===== config.mk =====
export PLATFORM = sky130hd
export DESIGN_NAME = mrmb_seq
export DESIGN_NICKNAME = d
export VERILOG_FILES = /design/src/rtl/core/mrmb_pkg.sv /design/src/rtl/core/mrmb_seq.sv
export SDC_FILE = /design/constraint.sdc
export NUM_CORES = 1
export LEC_CHECK = 0
export BUFFER_PORTS_ARGS = -buffer_cell sky130_fd_sc_hd__buf_4
export CORE_UTILIZATION = 40
export DETAILED_ROUTE_END_ITERATION = 6
export HOLD_SLACK_MARGIN = 0.1
export PLACE_DENSITY = 0.72
export SLEW_MARGIN = 20
export SYNTH_ARGS = -nofsm -noshare
export SYNTH_HDL_FRONTEND = slang
export SYNTH_SLANG_ARGS = --single-unit

===== constraint.sdc =====
create_clock -name clk_i -period 4.7 [get_ports clk_i]
set_input_delay 0.94 -clock clk_i [delete_from_list [all_inputs] [get_ports clk_i]]
set_output_delay 0.94 -clock clk_i [all_outputs]
set_load 0.005 [all_outputs]

===== src/rtl/core/mrmb_pkg.sv =====
// Package with the region map, address decoder and shared types of the memory bus.
`default_nettype none

package mrmb_pkg;

  localparam int unsigned MAIN_RAM_BYTES  = 4194304;
  localparam int unsigned WRAM_BYTES      = 32768;
  localparam int unsigned VRAM_BYTES      = 1048576;
  localparam int unsigned IO_BYTES        = 8192;
  localparam int unsigned PAL_OAM_BYTES   = 2048;
  localparam int unsigned LOW_BIOS_BYTES  = 16384;
  localparam int unsigned HIGH_BIOS_BYTES = 4096;

  localparam int unsigned BASE_MAIN  = 0;
  localparam int unsigned BASE_VRAM  = BASE_MAIN + MAIN_RAM_BYTES / 4;
  localparam int unsigned BASE_WRAM  = BASE_VRAM + VRAM_BYTES / 4;
  localparam int unsigned BASE_LBIOS = BASE_WRAM + WRAM_BYTES / 4;
  localparam int unsigned BASE_IO    = BASE_LBIOS + LOW_BIOS_BYTES / 4;
  localparam int unsigned BASE_HBIOS = BASE_IO + IO_BYTES / 4;
  localparam int unsigned BASE_PAL   = BASE_HBIOS + HIGH_BIOS_BYTES / 4;
  localparam int unsigned BASE_OAM   = BASE_PAL + PAL_OAM_BYTES / 4;
  localparam int unsigned TOTAL_ROWS = BASE_OAM + PAL_OAM_BYTES / 4;
  localparam int unsigned ROW_W      = $clog2(TOTAL_ROWS);

  localparam logic [15:0] HB_PREFIX = 16'hFFFF;
  localparam logic [31:0] KEY_ADDR  = 32'h04000130;

  localparam logic [3:0] NIB_MAIN = 4'h2;
  localparam logic [3:0] NIB_WRAM = 4'h3;
  localparam logic [3:0] NIB_IO   = 4'h4;
  localparam logic [3:0] NIB_PAL  = 4'h5;
  localparam logic [3:0] NIB_VRAM = 4'h6;
  localparam logic [3:0] NIB_OAM  = 4'h7;

  localparam logic [2:0] MODE_RD8   = 3'd0;
  localparam logic [2:0] MODE_RD16  = 3'd1;
  localparam logic [2:0] MODE_RD32  = 3'd2;
  localparam logic [2:0] MODE_WR8   = 3'd3;
  localparam logic [2:0] MODE_WR16  = 3'd4;
  localparam logic [2:0] MODE_WR32  = 3'd5;
  localparam logic [2:0] MODE_DMA16 = 3'd6;
  localparam logic [2:0] MODE_DMA32 = 3'd7;

  localparam int unsigned IN_TDATA_W = 168;

  typedef logic [ROW_W-1:0] row_t;

  typedef struct packed {
    logic hit;
    row_t row;
  } dec_t;

  typedef struct packed {
    logic        rd;
    logic        we;
    logic [3:0]  be;
    row_t        row;
    logic [31:0] data;
  } mem_req_t;

  typedef struct packed {
    logic [2:0]  mode;
    logic [31:0] address;
    logic [31:0] write_data;
    logic [31:0] dma_source;
    logic [31:0] dma_dest;
    logic [20:0] dma_count;
    logic [15:0] key_state;
  } item_t;

  function automatic dec_t decode(input logic [31:0] a);
    logic [27:0] m;
    logic [31:0] off;
    dec_t        d;
    m     = a[27:0];
    off   = 32'(m[23:0]);
    d.hit = 1'b1;
    d.row = '0;
    if (a[31:16] == HB_PREFIX && 32'(a[15:0]) < HIGH_BIOS_BYTES) begin
      d.row = ROW_W'(BASE_HBIOS + 32'(a[15:2]));
    end else begin
      unique case (m[27:24])
        NIB_MAIN: d.row = ROW_W'(BASE_MAIN + ((off % MAIN_RAM_BYTES) >> 2));
        NIB_WRAM: d.row = ROW_W'(BASE_WRAM + ((off % WRAM_BYTES) >> 2));
        NIB_IO:   d.row = ROW_W'(BASE_IO + ((off % IO_BYTES) >> 2));
        NIB_PAL:  d.row = ROW_W'(BASE_PAL + ((off % PAL_OAM_BYTES) >> 2));
        NIB_VRAM: d.row = ROW_W'(BASE_VRAM + ((off % VRAM_BYTES) >> 2));
        NIB_OAM:  d.row = ROW_W'(BASE_OAM + ((off % PAL_OAM_BYTES) >> 2));
        default: begin
          if (32'(m) < LOW_BIOS_BYTES) begin
            d.row = ROW_W'(BASE_LBIOS + (32'(m) >> 2));
          end else begin
            d.hit = 1'b0;
          end
        end
      endcase
    end
    return d;
  endfunction

  function automatic logic is_key_word(input logic [31:0] a);
    return a[31:2] == KEY_ADDR[31:2];
  endfunction

endpackage

`default_nettype wire


===== src/rtl/core/mrmb_seq.sv =====
// Access sequencer: clearing pass, single reads and writes, and the block-copy loop.
`default_nettype none

module mrmb_seq
  import mrmb_pkg::*;
(
  input  wire logic        clk_i,
  input  wire logic        rst_ni,
  input  wire logic        in_valid_i,
  output logic             in_ready_o,
  input  wire item_t       item_i,
  output logic             res_valid_o,
  input  wire logic        res_ready_i,
  output logic [31:0]      res_data_o,
  output mem_req_t         mem_req_o,
  input  wire logic [31:0] mem_rdata_i
);

  localparam logic [2:0] S_CLEAR = 3'd0;
  localparam logic [2:0] S_IDLE  = 3'd1;
  localparam logic [2:0] S_RDATA = 3'd2;
  localparam logic [2:0] S_DRD   = 3'd3;
  localparam logic [2:0] S_DWR   = 3'd4;
  localparam logic [2:0] S_HOLD  = 3'd5;

  logic [2:0]  state_q, state_d;
  row_t        clr_q, clr_d;
  logic [2:0]  mode_q, mode_d;
  logic [31:0] addr_q, addr_d;
  logic [31:0] src_q, src_d;
  logic [31:0] dst_q, dst_d;
  logic [20:0] cnt_q, cnt_d;
  logic [15:0] keys_q, keys_d;
  logic        hit_q, hit_d;
  logic        key_q, key_d;
  logic [31:0] res_q, res_d;

  logic        accept;
  logic        in_is_dma;
  logic [31:0] dec_addr;
  dec_t        dec;
  logic [31:0] rword;
  logic [31:0] rd_value;
  logic [15:0] src_half;
  logic [31:0] step;

  assign in_ready_o = (state_q == S_IDLE);
  assign accept     = in_valid_i && in_ready_o;
  assign in_is_dma  = (item_i.mode == MODE_DMA16) || (item_i.mode == MODE_DMA32);
  assign step       = (mode_q == MODE_DMA16) ? 32'd2 : 32'd4;

  always_comb begin
    unique case (state_q)
      S_DRD:   dec_addr = src_q;
      S_DWR:   dec_addr = dst_q;
      default: dec_addr = in_is_dma ? item_i.dma_source : item_i.address;
    endcase
  end

  assign dec = decode(dec_addr);

  always_comb begin
    rword = hit_q ? mem_rdata_i : '0;
    if (key_q) begin
      rword[15:0] = keys_q;
    end
  end

  assign src_half = src_q[1] ? rword[31:16] : rword[15:0];

  always_comb begin
    unique case (mode_q)
      MODE_RD8:  rd_value = {24'd0, rword[8*addr_q[1:0] +: 8]};
      MODE_RD16: rd_value = {16'd0, addr_q[1] ? rword[31:16] : rword[15:0]};
      default:   rd_value = rword;
    endcase
  end

  always_comb begin
    state_d     = state_q;
    clr_d       = clr_q;
    mode_d      = mode_q;
    addr_d      = addr_q;
    src_d       = src_q;
    dst_d       = dst_q;
    cnt_d       = cnt_q;
    keys_d      = keys_q;
    hit_d       = hit_q;
    key_d       = key_q;
    res_d       = res_q;
    mem_req_o   = '0;
    res_valid_o = 1'b0;
    res_data_o  = res_q;
    unique case (state_q)
      S_CLEAR: begin
        mem_req_o.we = 1'b1;
        mem_req_o.be = 4'hF;
        mem_req_o.row = clr_q;
        clr_d = clr_q + 1'b1;
        if (clr_q == ROW_W'(TOTAL_ROWS - 1)) begin
          state_d = S_IDLE;
        end
      end
      S_IDLE: begin
        if (accept) begin
          mode_d = item_i.mode;
          addr_d = item_i.address;
          src_d  = item_i.dma_source;
          dst_d  = item_i.dma_dest;
          cnt_d  = item_i.dma_count;
          keys_d = item_i.key_state;
          res_d  = '0;
          mem_req_o.row = dec.row;
          unique case (item_i.mode)
            MODE_RD8, MODE_RD16, MODE_RD32: begin
              mem_req_o.rd = 1'b1;
              hit_d   = dec.hit;
              key_d   = is_key_word(item_i.address);
              state_d = S_RDATA;
            end
            MODE_WR8: begin
              mem_req_o.we   = dec.hit;
              mem_req_o.be   = 4'b0001 << item_i.address[1:0];
              mem_req_o.data = {4{item_i.write_data[7:0]}};
              state_d = S_HOLD;
            end
            MODE_WR16: begin
              mem_req_o.we   = dec.hit;
              mem_req_o.be   = item_i.address[1] ? 4'b1100 : 4'b0011;
              mem_req_o.data = {2{item_i.write_data[15:0]}};
              state_d = S_HOLD;
            end
            MODE_WR32: begin
              mem_req_o.we   = dec.hit;
              mem_req_o.be   = 4'hF;
              mem_req_o.data = item_i.write_data;
              state_d = S_HOLD;
            end
            default: begin
              if (item_i.dma_count == '0) begin
                state_d = S_HOLD;
              end else begin
                mem_req_o.rd = 1'b1;
                hit_d   = dec.hit;
                key_d   = is_key_word(item_i.dma_source);
                state_d = S_DWR;
              end
            end
          endcase
        end
      end
      S_RDATA: begin
        res_valid_o = 1'b1;
        res_data_o  = rd_value;
        res_d       = rd_value;
        state_d     = res_ready_i ? S_IDLE : S_HOLD;
      end
      S_DRD: begin
        mem_req_o.rd  = 1'b1;
        mem_req_o.row = dec.row;
        hit_d   = dec.hit;
        key_d   = is_key_word(src_q);
        state_d = S_DWR;
      end
      S_DWR: begin
        mem_req_o.we  = dec.hit;
        mem_req_o.row = dec.row;
        if (mode_q == MODE_DMA16) begin
          mem_req_o.be   = dst_q[1] ? 4'b1100 : 4'b0011;
          mem_req_o.data = {2{src_half}};
        end else begin
          mem_req_o.be   = 4'hF;
          mem_req_o.data = rword;
        end
        src_d = src_q + step;
        dst_d = dst_q + step;
        cnt_d = cnt_q - 1'b1;
        if (cnt_q == 21'd1) begin
          res_d   = '0;
          state_d = S_HOLD;
        end else begin
          state_d = S_DRD;
        end
      end
      S_HOLD: begin
        res_valid_o = 1'b1;
        if (res_ready_i) begin
          state_d = S_IDLE;
        end
      end
      default: begin
        state_d = S_CLEAR;
      end
    endcase
  end

  always_ff @(posedge clk_i or negedge rst_ni) begin
    if (!rst_ni) begin
      state_q <= S_CLEAR;
      clr_q   <= '0;
    end else begin
      state_q <= state_d;
      clr_q   <= clr_d;
    end
  end

  always_ff @(posedge clk_i) begin
    mode_q <= mode_d;
    addr_q <= addr_d;
    src_q  <= src_d;
    dst_q  <= dst_d;
    cnt_q  <= cnt_d;
    keys_q <= keys_d;
    hit_q  <= hit_d;
    key_q  <= key_d;
    res_q  <= res_d;
  end

  a_one_mem_op: assert property (@(posedge clk_i) disable iff (!rst_ni)
    !(mem_req_o.rd && mem_req_o.we))
    else $error("memory read and write issued together");

  a_read_returns: assert property (@(posedge clk_i) disable iff (!rst_ni)
    (accept && (item_i.mode == MODE_RD8 || item_i.mode == MODE_RD16 ||
                item_i.mode == MODE_RD32)) |=> (state_q == S_RDATA))
    else $error("single read did not reach the data cycle");

  a_copy_count: assert property (@(posedge clk_i) disable iff (!rst_ni)
    (state_q == S_DRD || state_q == S_DWR) |-> (cnt_q != '0))
    else $error("copy loop running with no units left");

  a_result_holds: assert property (@(posedge clk_i) disable iff (!rst_ni)
    (res_valid_o && !res_ready_i) |=> (res_valid_o && res_data_o == $past(res_data_o)))
    else $error("stalled result changed or vanished");

endmodule

`default_nettype wire


==> insert_results.sql <==
INSERT INTO impl_metrics (metric_group, metric, value, unit) VALUES
('sta', 'max_slew_margin_vs_limit', '0.409', ''),
('synth', 'synth_top_family_by_area', 'simple AND/OR/NAND/NOR gates', ''),
('critical_path', 'regToRegStartpoint', 'cnt_q[8]$_DFFE_PP_', ''),
('sta', 'time_the_worst_path_needs_with_i_o_delays_and_setup', '4.55', 'ns'),
('detailed_routing', 'detailroute.via_count', '12371', ''),
('synth', 'synth_area_per_cell', '8.68', 'um^2'),
('synth', 'synthAdderAreaFrac', '0.0138', ''),
('synth', 'yosys.area_share.xor_xnor', '0.0716', ''),
('synth', 'ys_seq_elements', '162', ''),
('outcome', 'status', 'finished, violations left', ''),
('grt', 'grt_antenna_before_repair', '0', ''),
('grt', 'globalRouteOverflowTotal', '0', ''),
('floorplan', 'design.portCount', '297', ''),
('synth', 'synth_enable_flop_cells', '138', ''),
('sta', 'grt_setup_unrepaired', 'no', ''),
('clocking', 'htreeDepth', '4', ''),
('flow_run', 'timing.max_cap.violations', '0', ''),
('clocking', 'worst_skew_pair.late_latency', '0.45', 'ns'),
('critical_path', 'critPathMaxFanout', '22', ''),
('layout', 'layout_commonest_cell', 'buf_4', ''),
('sta', 'finalSetupTns', '0', 'ns'),
('grt', 'grt_util_met1', '0.378', ''),
('grt', 'globalRouteMet2Util', '0.481', ''),
('sta', 'finalHoldViolCount', '0', ''),
('sta', 'ratio_of_final_minimum_period_to_clock_period', '0.969', ''),
('synth', 'async_flop_share', '0.148', ''),
('grt', 'total_track_usage', '0.290', ''),
('floorplan', 'dieHeight', '175', 'um'),
('layout', 'layout_common_cells', 'buf_4 (339), nand2_1 (212), edfxtp_1 (138), nor2_1 (130), o21ai_0 (123)', ''),
('synth', 'synth.lib_cells_used.distinct', '79', ''),
('layout', 'layout-area-overhead-vs-synth', '27.6', '%'),
('outcome', 'violated_checks', 'design-rule violations', ''),
('synth', 'synth_simple_gate_area_frac', '0.231', ''),
('floorplan', 'std_cell_rows', '63', ''),
('pwr', 'power.density', '544', 'nW/um^2'),
('clocking', 'tritoncts', 'done', ''),
('sta', 'clock_skew', '0.0134', 'ns'),
('synth', 'synth_compound_gate_area_share', '0.212', ''),
('sta', 'maxSlewViolCount', '0', ''),
('grt', 'use_met3', '0.0405', ''),
('clocking', 'numClockSinks', '162', ''),
('detailed_routing', 'detail_route.vias_per_cell', '6.02', ''),
('sta', 'setup_viol', '0', ''),
('layout', 'antenna-diode-count', '0', ''),
('floorplan', 'fp.dieW', '175', 'um'),
('grt', 'first_global_vias', '11647', ''),
('critical_path', 'cp.arrival', '3.61', 'ns'),
('placement', 'gp_congestion', '0.981', ''),
('clocking', 'root_buffer', 'clkbuf_16', ''),
('placement', 'place_hpwl', '34900', 'um'),
('pwr', 'ir_drop', '0.328', 'mV'),
('sta', 'worst_hold_slack', '0.380', 'ns'),
('synth', 'mux_share_of_post_synthesis_cell_area', '0.0393', ''),
('layout', 'num-nets-final', '1868', ''),
('critical_path', 'timing.critical_path.to_type', 'primary output', ''),
('synth', 'ys_dominant_reg_cell', 'edfxtp_1', ''),
('detailed_routing', 'drc_marker_count_from_the_first_detailed_route_iteration', '1399', ''),
('clocking', 'cts.path.max_buffers', '2', ''),
('grt', 'grt_max_degree', '109', ''),
('floorplan', 'floorplan.die_area', '30700', 'um^2'),
('floorplan', 'core-area', '29600', 'um^2'),
('synth', 'synthesis.nets', '1598', ''),
('grt', 'grt_most_used_layer', 'met2', ''),
('grt', 'grt_pass1_wl', '67700', 'um'),
('critical_path', 'timing.rr.end', 'res_q[1]$_SDFFCE_PN0P_', ''),
('placement', 'buffer_ports.inserted', '294', ''),
('synth', 'synth.yosys.warnings', '0', ''),
('critical_path', 'crit_path_start', 'state_q[0]$_DFFE_PN0P_', ''),
('detailed_routing', 'post_drt_wl_per_cell', '21.8', 'um'),
('worst_hold_path', 'hold_path_class', 'in2async', ''),
('detailed_routing', 'total_drc_errors_in_the_routed_layout', '2', '');
report_power, final:
| group | leakage, nW | internal [W] | switching, W |
|---|---|---|---|
| Sequential | 1.62 | 0.00231 | 0.000548 |
| Combinational | 4.35 | 0.00159 | 0.00239 |
| Clock | 0.282 | 0.000801 | 0.000679 |
cell families after synthesis:
logic type / after synthesis
and+or+nand+nor: 562
adders and majority gates: 12
muxes: 44
DFF: 162
buffers and inverters: 104
AOI/OAI and AO/OA: 400
xor gates and xnor gates: 98
worst max-delay path by stage:
stage / end
3_5_place_dp: mem_req_o[32]
4_1_cts: mem_req_o[32]
6_report: mem_req_o[32]
3_3_place_gp: mem_req_o[32]
2_1_floorplan: cnt_q[0]$_DFFE_PP_
5_1_grt: mem_req_o[44]
layout make-up:
class	instances	area, um^2
Timing Repair Buffer	340	2560
Clock buffer	17	425
Inverter	15	56.3
Multi-Input combinational cell	1116	6850
Clock inverter	15	174
Sequential cell	162	4740
Fill cell	2820	14300
Tap cell	390	488
stage by stage:
step            util  setup WS (ns)  cells  cell area [um^2]  power [W]
3_3_place_gp   0.496          0.295   2022             14700    0.00669
5_1_grt        0.518         0.0578   2055             15300    0.00876
6_report       0.518          0.146   2055             15300    0.00832
4_1_cts        0.516          0.155   2054             15300    0.00824
3_5_place_dp   0.496          0.280   2022             14700    0.00676
2_1_floorplan      -          0.873   1382             12000    0.00508
registers in the layout (all words and copies together), names as in the netlist:
signal,flops
cnt_q,21
clr_q,21
key_q,1
keys_q,16
src_q,31
state_q,3
dst_q,31
addr_q,2
mode_q,3
hit_q,1
res_q,32
worst max-delay path, stage by stage (launching register included):
cell      delay (ns)
dfrtp_1         0.45
buf_4           0.29
nor3b_4         0.08
buf_12          0.15
a22oi_1         0.18
o21ai_0         0.28
or4_1           0.66
o211ai_2        0.28
a21oi_4         0.17
o21ai_1         0.41
buf_4           0.19
Yosys cell counts, drive strengths merged (25+ instances only):
| master | number | area, um^2 |
|---|---|---|
| nand4 | 33 | 206 |
| a21oi | 79 | 399 |
| xnor2 | 41 | 359 |
| a21o | 36 | 270 |
| a22oi | 34 | 260 |
| o21ai | 135 | 676 |
| nor2 | 131 | 492 |
| xor2 | 57 | 499 |
| buf | 28 | 151 |
| o22ai | 33 | 206 |
| mux2 | 25 | 282 |
| clkbuf | 61 | 229 |
| nand2 | 214 | 806 |
| nand3 | 44 | 220 |
| edfxtp | 138 | 4140 |
metal layers:
| layer | vias to the layer above | routed length, um |
|---|---|---|
| li1 | 5697 | - |
| met4 | 0 | 1710 |
| met2 | 733 | 21300 |
| met3 | 100 | 3820 |
| met5 | - | 0 |
| met1 | 5841 | 18100 |
timing repair:
item                       CTS  global route
buffers inserted             0             1
setup endpoints to repair    0             4
hold endpoints to repair     0             0
gates resized for setup      0             1
(Power assumes the default switching activity.)
